<file path="src/rtl/core/bfba_pkg.sv">
`timescale 1ns / 1ps
// ----------------------------------------------------------------------------
// bfba_pkg
// Shared constants of the best-fit bin assigner: register indexes, status
// codes, register widths and register reset values.
// ----------------------------------------------------------------------------
package bfba_pkg;

   // Configuration port shape.
   localparam int CSR_ADDR_W = 2;
   localparam int CSR_DATA_W = 24;
   localparam int LIMIT_W    = 10;

   localparam logic [CSR_ADDR_W-1:0] REG_BIN_SIZE   = 2'd0;
   localparam logic [CSR_ADDR_W-1:0] REG_MIN_FREE   = 2'd1;
   localparam logic [CSR_ADDR_W-1:0] REG_BIN_LIMIT  = 2'd2;
   localparam logic [CSR_ADDR_W-1:0] REG_LIMIT_MODE = 2'd3;

   localparam logic [CSR_DATA_W-1:0] BIN_SIZE_RESET = 24'd4096;
   localparam logic [CSR_DATA_W-1:0] MIN_FREE_RESET = 24'd1;
   localparam logic [LIMIT_W-1:0]    BIN_LIMIT_RESET = 10'd0;

   // Result status codes.
   localparam int STATUS_W = 2;
   localparam logic [STATUS_W-1:0] STATUS_OK        = 2'd0;
   localparam logic [STATUS_W-1:0] STATUS_LIMIT     = 2'd1;
   localparam logic [STATUS_W-1:0] STATUS_EXHAUSTED = 2'd2;
   localparam logic [STATUS_W-1:0] STATUS_DROPPED   = 2'd3;

   // Result side-band: status in the low bits, then the new-bin flag.
   localparam int RSP_USER_W = STATUS_W + 1;

endpackage

</file>
<file path="src/rtl/core/bfba_table.sv">
`timescale 1ns / 1ps
// ----------------------------------------------------------------------------
// bfba_table
// Free-space table storage: one write port and one read port with a
// registered read result. Each entry holds a free space and a bin number.
// ----------------------------------------------------------------------------
module bfba_table #(
   parameter int TABLE_DEPTH = 64,
   parameter int SIZE_BITS   = 24,
   parameter int BIN_BITS    = 16
) (
   input  logic                           clock,
   input  logic                           wr_en,
   input  logic [$clog2(TABLE_DEPTH)-1:0] wr_addr,
   input  logic [SIZE_BITS-1:0]           wr_free,
   input  logic [BIN_BITS-1:0]            wr_bin,
   input  logic [$clog2(TABLE_DEPTH)-1:0] rd_addr,
   output logic [SIZE_BITS-1:0]           rd_free,
   output logic [BIN_BITS-1:0]            rd_bin
);

   typedef struct packed {
      logic [SIZE_BITS-1:0] free;
      logic [BIN_BITS-1:0]  bin;
   } entry_type;

   entry_type mem [TABLE_DEPTH];
   entry_type rd_data_ff;

   always_ff @(posedge clock) begin
      if (wr_en) begin
         mem[wr_addr] <= '{free: wr_free, bin: wr_bin};
      end
      rd_data_ff <= mem[rd_addr];
   end

   assign rd_free = rd_data_ff.free;
   assign rd_bin  = rd_data_ff.bin;

endmodule

</file>
<file path="src/rtl/core/best_fit_bin_assigner.sv">
`timescale 1ns / 1ps
// ----------------------------------------------------------------------------
// best_fit_bin_assigner
// Online best-fit bin packing: one item size in, one assigned bin out.
// ----------------------------------------------------------------------------
// Each request item carries a size; the block answers with one response item
// naming the bin that takes it. A table of up to TABLE_DEPTH partly filled
// bins is kept sorted by free space (ties oldest first). The first bin with
// enough room is taken, removed, and its reduced space re-inserted; if none
// fits, a new bin is numbered from the running counter and left with bin_size
// minus (size modulo bin_size) free, or none if that remainder is zero. Space
// below min_free, or beyond a full table, is not kept. One item is handled at
// a time, and all size, space and limit arithmetic and compares go through a
// single shared subtractor under a small sequencer. Each entry scanned,
// shifted down on removal or shifted up on insertion costs one table read and
// one compare or write; a new bin also needs a bit-serial remainder. The table
// needs no clearing after reset: a fill count marks the valid entries. The
// request side is ready again as soon as the result sits in the response
// register.
// ----------------------------------------------------------------------------
module best_fit_bin_assigner #(
   parameter int TABLE_DEPTH = 64,
   parameter int SIZE_BITS   = 24,
   parameter int BIN_BITS    = 16
) (
   input  logic                                 clock,
   input  logic                                 reset,
   // Request channel.
   input  logic                                 req_tvalid,
   output logic                                 req_tready,
   input  logic [((SIZE_BITS+7)/8)*8-1:0]       req_tdata,   // item_size
   // Response channel.
   output logic                                 rsp_tvalid,
   input  logic                                 rsp_tready,
   output logic [((BIN_BITS+7)/8)*8-1:0]        rsp_tdata,   // bin_number
   output logic [bfba_pkg::RSP_USER_W-1:0]      rsp_tuser,   // status, opened_new
   // Configuration write port.
   input  logic                                 csr_we,
   input  logic [bfba_pkg::CSR_ADDR_W-1:0]      csr_addr,
   input  logic [bfba_pkg::CSR_DATA_W-1:0]      csr_wdata
);

   import bfba_pkg::*;

   localparam int AW   = $clog2(TABLE_DEPTH);
   localparam int CntW = $clog2(TABLE_DEPTH + 1);
   localparam int BitW = $clog2(SIZE_BITS);
   localparam int RspDataW = ((BIN_BITS + 7) / 8) * 8;
   // The shared subtractor must hold a shifted remainder, a register value,
   // a bin number and the bin count limit.
   localparam int W0   = (SIZE_BITS + 1 > CSR_DATA_W) ? SIZE_BITS + 1 : CSR_DATA_W;
   localparam int W1   = (BIN_BITS > LIMIT_W) ? BIN_BITS : LIMIT_W;
   localparam int AluW = (W0 > W1) ? W0 : W1;

   typedef enum logic [3:0] {
      S_IDLE,
      S_CHECK,
      S_SRCH_RD,
      S_SRCH_CMP,
      S_REM_RD,
      S_REM_WR,
      S_NOFIT,
      S_DIV,
      S_SUB,
      S_KEEP,
      S_INS_RD,
      S_INS_CMP,
      S_INS_LOW,
      S_FINISH
   } state_type;

   // Configuration registers.
   logic [SIZE_BITS-1:0]  bin_size_ff;
   logic [CSR_DATA_W-1:0] min_free_ff;
   logic [LIMIT_W-1:0]    limit_ff;
   logic                  mode_ff;

   // Sequencer and working registers.
   state_type            state_ff, state_in;
   logic [SIZE_BITS-1:0] size_ff, size_in;
   logic [SIZE_BITS-1:0] space_ff, space_in;
   logic [BIN_BITS-1:0]  bin_ff, bin_in;
   logic [STATUS_W-1:0]  status_ff, status_in;
   logic                 opened_ff, opened_in;
   logic [AW-1:0]        idx_ff, idx_in;
   logic [CntW-1:0]      count_ff, count_in;
   logic [BitW-1:0]      bit_ff, bit_in;
   logic [BIN_BITS-1:0]  next_bin_ff, next_bin_in;

   // Response register.
   logic                 rsp_tvalid_ff, rsp_tvalid_in;
   logic [BIN_BITS-1:0]  rsp_bin_ff, rsp_bin_in;
   logic [STATUS_W-1:0]  rsp_status_ff, rsp_status_in;
   logic                 rsp_opened_ff, rsp_opened_in;

   // Shared subtract and compare unit.
   logic [AluW-1:0] alu_a, alu_b;
   logic [AluW:0]   alu_diff;
   logic            alu_ge;

   // Table ports.
   logic                 wr_en;
   logic [AW-1:0]        wr_addr, rd_addr;
   logic [SIZE_BITS-1:0] wr_free, rd_free;
   logic [BIN_BITS-1:0]  wr_bin, rd_bin;

   logic [AW-1:0]   idx_inc;
   logic [CntW-1:0] idx_ext_inc, idx_ext_inc2, cnt_m1;

   assign alu_diff = {1'b0, alu_a} - {1'b0, alu_b};
   assign alu_ge   = ~alu_diff[AluW];

   assign idx_inc      = idx_ff + AW'(1);
   assign idx_ext_inc  = CntW'(idx_ff) + CntW'(1);
   assign idx_ext_inc2 = CntW'(idx_ff) + CntW'(2);
   assign cnt_m1       = count_ff - CntW'(1);

   bfba_table #(
      .TABLE_DEPTH (TABLE_DEPTH),
      .SIZE_BITS   (SIZE_BITS),
      .BIN_BITS    (BIN_BITS)
   ) u_table (
      .clock   (clock),
      .wr_en   (wr_en),
      .wr_addr (wr_addr),
      .wr_free (wr_free),
      .wr_bin  (wr_bin),
      .rd_addr (rd_addr),
      .rd_free (rd_free),
      .rd_bin  (rd_bin)
   );

   always_comb begin
      state_in      = state_ff;
      size_in       = size_ff;
      space_in      = space_ff;
      bin_in        = bin_ff;
      status_in     = status_ff;
      opened_in     = opened_ff;
      idx_in        = idx_ff;
      count_in      = count_ff;
      bit_in        = bit_ff;
      next_bin_in   = next_bin_ff;
      rsp_tvalid_in = rsp_tvalid_ff;
      rsp_bin_in    = rsp_bin_ff;
      rsp_status_in = rsp_status_ff;
      rsp_opened_in = rsp_opened_ff;
      alu_a         = '0;
      alu_b         = '0;
      wr_en         = 1'b0;
      wr_addr       = idx_ff;
      wr_free       = space_ff;
      wr_bin        = bin_ff;
      rd_addr       = idx_ff;

      if (rsp_tvalid_ff && rsp_tready) begin
         rsp_tvalid_in = 1'b0;
      end

      unique case (state_ff)
         S_IDLE: begin
            if (req_tvalid) begin
               size_in   = req_tdata[SIZE_BITS-1:0];
               status_in = STATUS_OK;
               opened_in = 1'b0;
               state_in  = S_CHECK;
            end
         end
         S_CHECK: begin
            // The limit is broken when next_bin is above it.
            alu_a = AluW'(limit_ff);
            alu_b = AluW'(next_bin_ff);
            if (mode_ff && (limit_ff != '0) && !alu_ge) begin
               bin_in    = '0;
               status_in = STATUS_LIMIT;
               state_in  = S_FINISH;
            end else if (count_ff == '0) begin
               state_in = S_NOFIT;
            end else begin
               idx_in   = '0;
               state_in = S_SRCH_RD;
            end
         end
         S_SRCH_RD: begin
            state_in = S_SRCH_CMP;
         end
         S_SRCH_CMP: begin
            alu_a = AluW'(rd_free);
            alu_b = AluW'(size_ff);
            if (alu_ge) begin
               bin_in   = rd_bin;
               space_in = alu_diff[SIZE_BITS-1:0];
               if (idx_ext_inc < count_ff) begin
                  state_in = S_REM_RD;
               end else begin
                  count_in = cnt_m1;
                  state_in = S_KEEP;
               end
            end else if (idx_ext_inc == count_ff) begin
               state_in = S_NOFIT;
            end else begin
               idx_in   = idx_inc;
               state_in = S_SRCH_RD;
            end
         end
         S_REM_RD: begin
            rd_addr  = idx_inc;
            state_in = S_REM_WR;
         end
         S_REM_WR: begin
            wr_en   = 1'b1;
            wr_free = rd_free;
            wr_bin  = rd_bin;
            if (idx_ext_inc2 == count_ff) begin
               count_in = cnt_m1;
               state_in = S_KEEP;
            end else begin
               idx_in   = idx_inc;
               state_in = S_REM_RD;
            end
         end
         S_NOFIT: begin
            if (next_bin_ff == '0) begin
               bin_in    = '0;
               status_in = STATUS_EXHAUSTED;
               state_in  = S_FINISH;
            end else begin
               bin_in      = next_bin_ff;
               next_bin_in = next_bin_ff + BIN_BITS'(1);
               opened_in   = 1'b1;
               space_in    = '0;
               bit_in      = BitW'(SIZE_BITS - 1);
               state_in    = (bin_size_ff == '0) ? S_KEEP : S_DIV;
            end
         end
         S_DIV: begin
            // Restoring remainder, one size bit per cycle, MSB first.
            alu_a    = AluW'({space_ff, size_ff[bit_ff]});
            alu_b    = AluW'(bin_size_ff);
            space_in = alu_ge ? alu_diff[SIZE_BITS-1:0] : alu_a[SIZE_BITS-1:0];
            if (bit_ff == '0) begin
               state_in = S_SUB;
            end else begin
               bit_in = bit_ff - BitW'(1);
            end
         end
         S_SUB: begin
            alu_a = AluW'(bin_size_ff);
            alu_b = AluW'(space_ff);
            if (space_ff != '0) begin
               space_in = alu_diff[SIZE_BITS-1:0];
            end
            state_in = S_KEEP;
         end
         S_KEEP: begin
            alu_a = AluW'(space_ff);
            alu_b = AluW'(min_free_ff);
            if (!alu_ge) begin
               state_in = S_FINISH;
            end else if (count_ff == CntW'(TABLE_DEPTH)) begin
               status_in = STATUS_DROPPED;
               state_in  = S_FINISH;
            end else if (count_ff == '0) begin
               wr_en    = 1'b1;
               wr_addr  = '0;
               count_in = count_ff + CntW'(1);
               state_in = S_FINISH;
            end else begin
               idx_in   = cnt_m1[AW-1:0];
               state_in = S_INS_RD;
            end
         end
         S_INS_RD: begin
            state_in = S_INS_CMP;
         end
         S_INS_CMP: begin
            // Walk down from the top: larger entries move up one slot, the
            // new entry lands just above the first one that is not larger.
            alu_a   = AluW'(space_ff);
            alu_b   = AluW'(rd_free);
            wr_en   = 1'b1;
            wr_addr = idx_inc;
            if (alu_ge) begin
               count_in = count_ff + CntW'(1);
               state_in = S_FINISH;
            end else begin
               wr_free = rd_free;
               wr_bin  = rd_bin;
               if (idx_ff == '0) begin
                  state_in = S_INS_LOW;
               end else begin
                  idx_in   = idx_ff - AW'(1);
                  state_in = S_INS_RD;
               end
            end
         end
         S_INS_LOW: begin
            wr_en    = 1'b1;
            wr_addr  = '0;
            count_in = count_ff + CntW'(1);
            state_in = S_FINISH;
         end
         S_FINISH: begin
            if (!rsp_tvalid_ff || rsp_tready) begin
               rsp_tvalid_in = 1'b1;
               rsp_bin_in    = bin_ff;
               rsp_status_in = status_ff;
               rsp_opened_in = opened_ff;
               state_in      = S_IDLE;
            end
         end
         default: begin
            state_in = S_IDLE;
         end
      endcase
   end

   always_ff @(posedge clock) begin
      if (reset) begin
         state_ff      <= S_IDLE;
         count_ff      <= '0;
         next_bin_ff   <= BIN_BITS'(1);
         rsp_tvalid_ff <= 1'b0;
      end else begin
         state_ff      <= state_in;
         count_ff      <= count_in;
         next_bin_ff   <= next_bin_in;
         rsp_tvalid_ff <= rsp_tvalid_in;
      end
      size_ff       <= size_in;
      space_ff      <= space_in;
      bin_ff        <= bin_in;
      status_ff     <= status_in;
      opened_ff     <= opened_in;
      idx_ff        <= idx_in;
      bit_ff        <= bit_in;
      rsp_bin_ff    <= rsp_bin_in;
      rsp_status_ff <= rsp_status_in;
      rsp_opened_ff <= rsp_opened_in;
   end

   // Configuration registers take a write at any edge with the enable high and reset low.
   always_ff @(posedge clock) begin
      if (reset) begin
         bin_size_ff <= SIZE_BITS'(BIN_SIZE_RESET);
         min_free_ff <= MIN_FREE_RESET;
         limit_ff    <= BIN_LIMIT_RESET;
         mode_ff     <= 1'b0;
      end else if (csr_we) begin
         unique case (csr_addr)
            REG_BIN_SIZE:   bin_size_ff <= SIZE_BITS'(csr_wdata);
            REG_MIN_FREE:   min_free_ff <= csr_wdata;
            REG_BIN_LIMIT:  limit_ff    <= csr_wdata[LIMIT_W-1:0];
            REG_LIMIT_MODE: mode_ff     <= csr_wdata[0];
            default: begin
            end
         endcase
      end
   end

   assign req_tready = (state_ff == S_IDLE);
   assign rsp_tvalid = rsp_tvalid_ff;
   assign rsp_tdata  = RspDataW'(rsp_bin_ff);
   assign rsp_tuser  = {rsp_opened_ff, rsp_status_ff};

endmodule

</file>
<file path="config.mk">
export PLATFORM = sky130hd
export DESIGN_NAME = best_fit_bin_assigner
export DESIGN_NICKNAME = d
export VERILOG_FILES = /design/src/rtl/core/bfba_pkg.sv /design/src/rtl/core/bfba_table.sv /design/src/rtl/core/best_fit_bin_assigner.sv
export SDC_FILE = /design/constraint.sdc
export NUM_CORES = 2
export LEC_CHECK = 0
export BUFFER_PORTS_ARGS = -buffer_cell sky130_fd_sc_hd__clkbuf_2
export CAP_MARGIN = 20
export CORE_UTILIZATION = 60
export DETAILED_ROUTE_END_ITERATION = 8
export PLACE_DENSITY = 0.73
export SETUP_SLACK_MARGIN = 0.1
export SLEW_MARGIN = 15
export SYNTH_ARGS = -nofsm -noshare
export SYNTH_HDL_FRONTEND = slang
export SYNTH_HIERARCHICAL = 1
export SYNTH_SLANG_ARGS = --single-unit
</file>
<file path="constraint.sdc">
create_clock -name clock -period 16.6 [get_ports clock]
set_clock_uncertainty 0.1 [all_clocks]
set_input_delay 1.66 -clock clock [delete_from_list [all_inputs] [get_ports clock]]
set_output_delay 1.66 -clock clock [all_outputs]
set_load 0.05 [all_outputs]
</file>
==> results.md <==
- The count of standard-cell rows is approximately 160.
- The final weighted congestion in routability-driven placement is 0.931.
- For this configuration, the core starts out at a cell density of 60.7%.
- The total negative setup slack is 0 ns.
- In this run, synthesis produced a sequential element count of 2784.
- Counting flops with an async set or reset pin after synthesis yields a share of 0%.
- The total via count in the routed design is 58614.
- The number of setup buffers added after CTS is 0.
- The number of flops mapped to enable cells by yosys is 2657.
- Dividing total power by cell area gives a power density of about 180 nW/um^2.
- The critical path contains buffers and inverters numbering 2 combined.
- The arrival time at the worst endpoint is 8.72 ns.
- The type of the setup path with the least slack is flip-flop to flip-flop.
- The critical path crosses 19 cells after its start point.
- Headroom to the max-slew limit came out at between 20 and 25%.
- The post-layout instance area is between 100000 and 150000 sq um.
- The run finished with clean final reports.
- The predominant post-synthesis flop cell is sky130_fd_sc_hd__edfxtp_1.
- The type of element launching the critical path is a flip-flop.
- Counting cells, the worst reg-to-reg path comes to 19.
- The post-route clock period utilization is 49.7%.
- The clock insertion delay at the later pin of the skew report is 0.94 ns.
- After detailed routing, the total wire length is 292000 um.
- The maximum buffer depth of the clock tree is 4.
- The number of max-capacitance violations reported is 0.
- Compared with the post-synthesis result, the final layout area differs by 10.9%.
- In this run the clock root is driven by a sky130_fd_sc_hd__clkbuf_16.
- The wire length the detailed router placed on met1 is 108000 um.
- The peak per-stage delay on the critical path is 1.00 ns.
- The average instance area after synthesis is between 15 and 20 sq um.
- TritonCTS built the clock tree.
- The placed instances occupy a cell area of ~110000 sq um.
- In this run the count of I/O pins placed on the die edge is 76.
- The net count reported at finish is between 5000 and 6000.
- Post-CTS repair changed the size of 0 cells.
- Summing internal, switching and leakage power gives 21.5 mW.
- The initial antenna violation count is 30.
- The critical path capture point type is a flip-flop.
- Synthesis instantiated 79 different standard cells from the library.
- The wire length on met2 is 136000 um.
- Setup repair after global routing left no endpoint under its margin.
- The H-tree depth is 5.
- The via count of the first global-routing pass is 57467.
- Sequential cells were found to cover 74.7% of the synthesized design area.
- The clock drives 2784 sinks.
- The maximum vdd drop is roughly 130 uV.
- The type of the most critical hold path is flip-flop to flip-flop.
- From left edge to right edge, the die measures 431 um.
- After detailed routing, the number of remaining DRC violations is 0.
- After detailed routing, no signal wire sits above met5.
- The core outline area is 182000 sq um.
- The critical path required time is 17.07 ns.
- The global-route usage over all layers is approximately a third.
- The slowest stage cell on the critical path is sky130_fd_sc_hd__nor2_4.
- The first detailed-routing pass took 6 iterations.
- The cell count of the worst hold path is 0.
- The reg2reg setup slack is ~8.4 ns.
- The post-CTS clock slew at the launch and capture registers of the worst setup and hold paths is 0.06 ns.
- Entering global routing, the biggest net connects 98 pins.
- Of all nets on the critical path, the largest fanout is between 60 and 70.
- The total half-perimeter wirelength after legalization and detailed placement is between 150000 and 200000 um.
- The final-report hold violation count is 0.
- For this design, the CTS-stage hold fixing added 0 buffers.
- The post-detailed-route via-to-cell ratio is 6.99.
- The final count of negative-setup-slack endpoints is 0.
- The number of nets handed over by synthesis was 5690.
- Counting the buffers created by CTS gives 289.
- The transition time at the pin with the least slew margin is 1.13 ns.
- The vertical die dimension is 431 um.
- The number of pins with negative max-slew slack in the final report is 0.
- The synthesized cell area is 110000 sq um.
- The yosys synthesis warning count is 6.
- During placement, the flow inserted port buffers numbering 75.
- The post-route netlist has around 22% of its cells at a drive strength greater than 1.
- The signal on the critical path passes through nand2b_1 > nor2_4 > buf_4 > a22o_1 > a221o_1 > a221oi_1 > ha_1 > and3_1 > and3b_1 > a31oi_1 > o2111a_2 > o21a_4 > nor2_1 > o21ai_1 > mux2_2 > nor2b_1 > nand3_1 > nor2_4 > buf_4.
- The length of routed met3 wiring is ~36000 um.
- After layout, the minimum clock period comes to 8.25 ns.
- The overflow left after global routing is 0.
- The die covers 185000 sq um.
- The remaining antenna violation count is 0.
- The global-route wire length before repair is 416000 um.
- The leakage power is 39.0 nW.
- The count of mapped cells out of synthesis is between 5000 and 6000.
- For this block, the initial DRC count from the detailed router was 8303.
- After detailed routing, the average wire length per cell comes to 34.8 um.
- The maximum clock frequency is 121 MHz.
- The dominant delay contributor by cell family on the critical path is simple AND/OR/NAND/NOR gates.
==> cell usage after synthesis, types with 14 or more instances <==
cell                       instances  area (sq um)
sky130_fd_sc_hd__edfxtp_1       2657         79800
sky130_fd_sc_hd__mux4_2          530         11900
sky130_fd_sc_hd__mux2i_1         292          2920
sky130_fd_sc_hd__a22oi_1         223          1670
sky130_fd_sc_hd__nand2_1         219           822
sky130_fd_sc_hd__clkbuf_1        149           559
sky130_fd_sc_hd__nor2_1          147           552
sky130_fd_sc_hd__dfxtp_1         127          2540
sky130_fd_sc_hd__a21oi_1         122           611
sky130_fd_sc_hd__nand3_1          78           390
sky130_fd_sc_hd__buf_2            77           385
sky130_fd_sc_hd__o21ai_0          69           345
sky130_fd_sc_hd__o221ai_1         69           604
sky130_fd_sc_hd__a22o_1           59           517
sky130_fd_sc_hd__buf_6            59           664
sky130_fd_sc_hd__a31oi_1          44           275
sky130_fd_sc_hd__mux2_2           44           495
sky130_fd_sc_hd__ha_1             41           513
sky130_fd_sc_hd__a221o_1          39           390
sky130_fd_sc_hd__and3_1           36           225
sky130_fd_sc_hd__xnor2_1          35           307
sky130_fd_sc_hd__o22ai_1          33           206
sky130_fd_sc_hd__inv_1            31           116
sky130_fd_sc_hd__nor2b_1          28           175
sky130_fd_sc_hd__buf_4            27           203
sky130_fd_sc_hd__xor2_1           26           228
sky130_fd_sc_hd__o211ai_1         25           188
sky130_fd_sc_hd__a21o_1           23           173
sky130_fd_sc_hd__nand2b_1         21           131
sky130_fd_sc_hd__nor3_1           19          95.1
sky130_fd_sc_hd__nor4_1           18           113
sky130_fd_sc_hd__a221oi_1         17           149
sky130_fd_sc_hd__nand4_1          17           106
sky130_fd_sc_hd__a311oi_1         16           140
sky130_fd_sc_hd__o21ai_1          14          70.1
==> registers in the layout, summed over array words and instances (netlist names) <==
| register | flops |
|---|---|
| size_ff | 24 |
| space_ff | 24 |
| mode_ff | 1 |
| rsp_opened_ff | 1 |
| bin_ff | 16 |
| limit_ff | 10 |
| rsp_tvalid | 1 |
| rsp_status_ff | 2 |
| bin_size_ff | 24 |
| state_ff | 4 |
| next_bin_ff | 16 |
| min_free_ff | 24 |
| status_ff | 2 |
| u_table/rd_bin | 16 |
| count_ff | 7 |
| rsp_tdata | 16 |
| idx_ff | 6 |
| u_table/mem | 2560 |
| opened_ff | 1 |
| u_table/rd_free | 24 |
| bit_ff | 5 |
==> final cells by class <==
| class | instances | area [sq um] |
|---|---|---|
| timing repair buffer | 252 | 1830 |
| tap | 2370 | 2970 |
| antenna | 20 | 50.0 |
| inverter | 31 | 116 |
| fill | 11378 | 59300 |
| sequential | 2784 | 82300 |
| clock buffer | 382 | 7770 |
| multi-input combinational | 2436 | 26200 |
| clock inverter | 115 | 917 |
==> final timing paths <==
| kind | startpoint | end |
|---|---|---|
| setup / recovery | state_ff[3] | u_table/mem[27][27] |
| hold / removal | status_ff[1] | rsp_status_ff[1] |
| setup reg to reg | state_ff[3] | u_table/mem[27][27] |
| hold reg to reg | status_ff[1] | rsp_status_ff[1] |
==> cell usage in the layout, fill, tap and decap left out, types with 38 or more instances in the layout <==
cell type and n:
sky130_fd_sc_hd__a21oi_1 120, sky130_fd_sc_hd__a221o_1 39, sky130_fd_sc_hd__a22o_1 59, sky130_fd_sc_hd__a22oi_1 223, sky130_fd_sc_hd__a31oi_1 44, sky130_fd_sc_hd__buf_4 166
sky130_fd_sc_hd__clkbuf_1 80, sky130_fd_sc_hd__clkbuf_16 294, sky130_fd_sc_hd__clkbuf_2 75, sky130_fd_sc_hd__clkinv_1 51, sky130_fd_sc_hd__clkinv_2 38, sky130_fd_sc_hd__dfxtp_1 127
sky130_fd_sc_hd__edfxtp_1 2657, sky130_fd_sc_hd__ha_1 41, sky130_fd_sc_hd__mux2_2 41, sky130_fd_sc_hd__mux2i_1 292, sky130_fd_sc_hd__mux4_2 530, sky130_fd_sc_hd__nand2_1 218
sky130_fd_sc_hd__nand3_1 78, sky130_fd_sc_hd__nor2_1 77, sky130_fd_sc_hd__nor2_4 67, sky130_fd_sc_hd__o21ai_0 65, sky130_fd_sc_hd__o221ai_1 69
==> report_power, final <==
part	total [mW]	switching, mW	internal (mW)
clock	6.08	2.59	3.50
sequential	8.64	0.226	8.42
combinational	6.81	4.34	2.47
==> logic make-up (layout without fill, tap and decap cells) <==
kind of cell    count (synthesis)  count (layout)  synth area share (%)
xor+xnor                       61              61                 0.485
other cells                     0              20                     0
flops                        2784            2784                  74.7
buf+inv                       373             780                  2.08
compound gates                817             817                  5.37
fa+ha+maj                      42              42                 0.484
mux                           874             874                  14.1
simple gates                  642             642                  2.77
==> per-layer routing <==
metal  vias up  global-route usage (%)
li1      23681                       -
met3       578                    7.88
met4        12                    11.8
met1     30519                    45.1
met5         -                       0
met2      3824                    48.3
==> metrics by stage <==
| stage | std cells | util [%] | setup slack, ns | hold slack, ns |
|---|---|---|---|---|
| floorplan | 5593 | - | 9.00 | 0.300 |
| global placement | 7869 | 62.5 | 8.77 | 0.303 |
| detailed placement | 7870 | 62.5 | 8.60 | 0.309 |
| CTS | 8367 | 67.3 | 8.53 | 0.322 |
| global route | 8378 | 67.3 | 8.05 | 0.335 |
| finish | 8390 | 67.3 | 8.35 | 0.322 |
No activity file was read; power rests on OpenSTA's default activity.
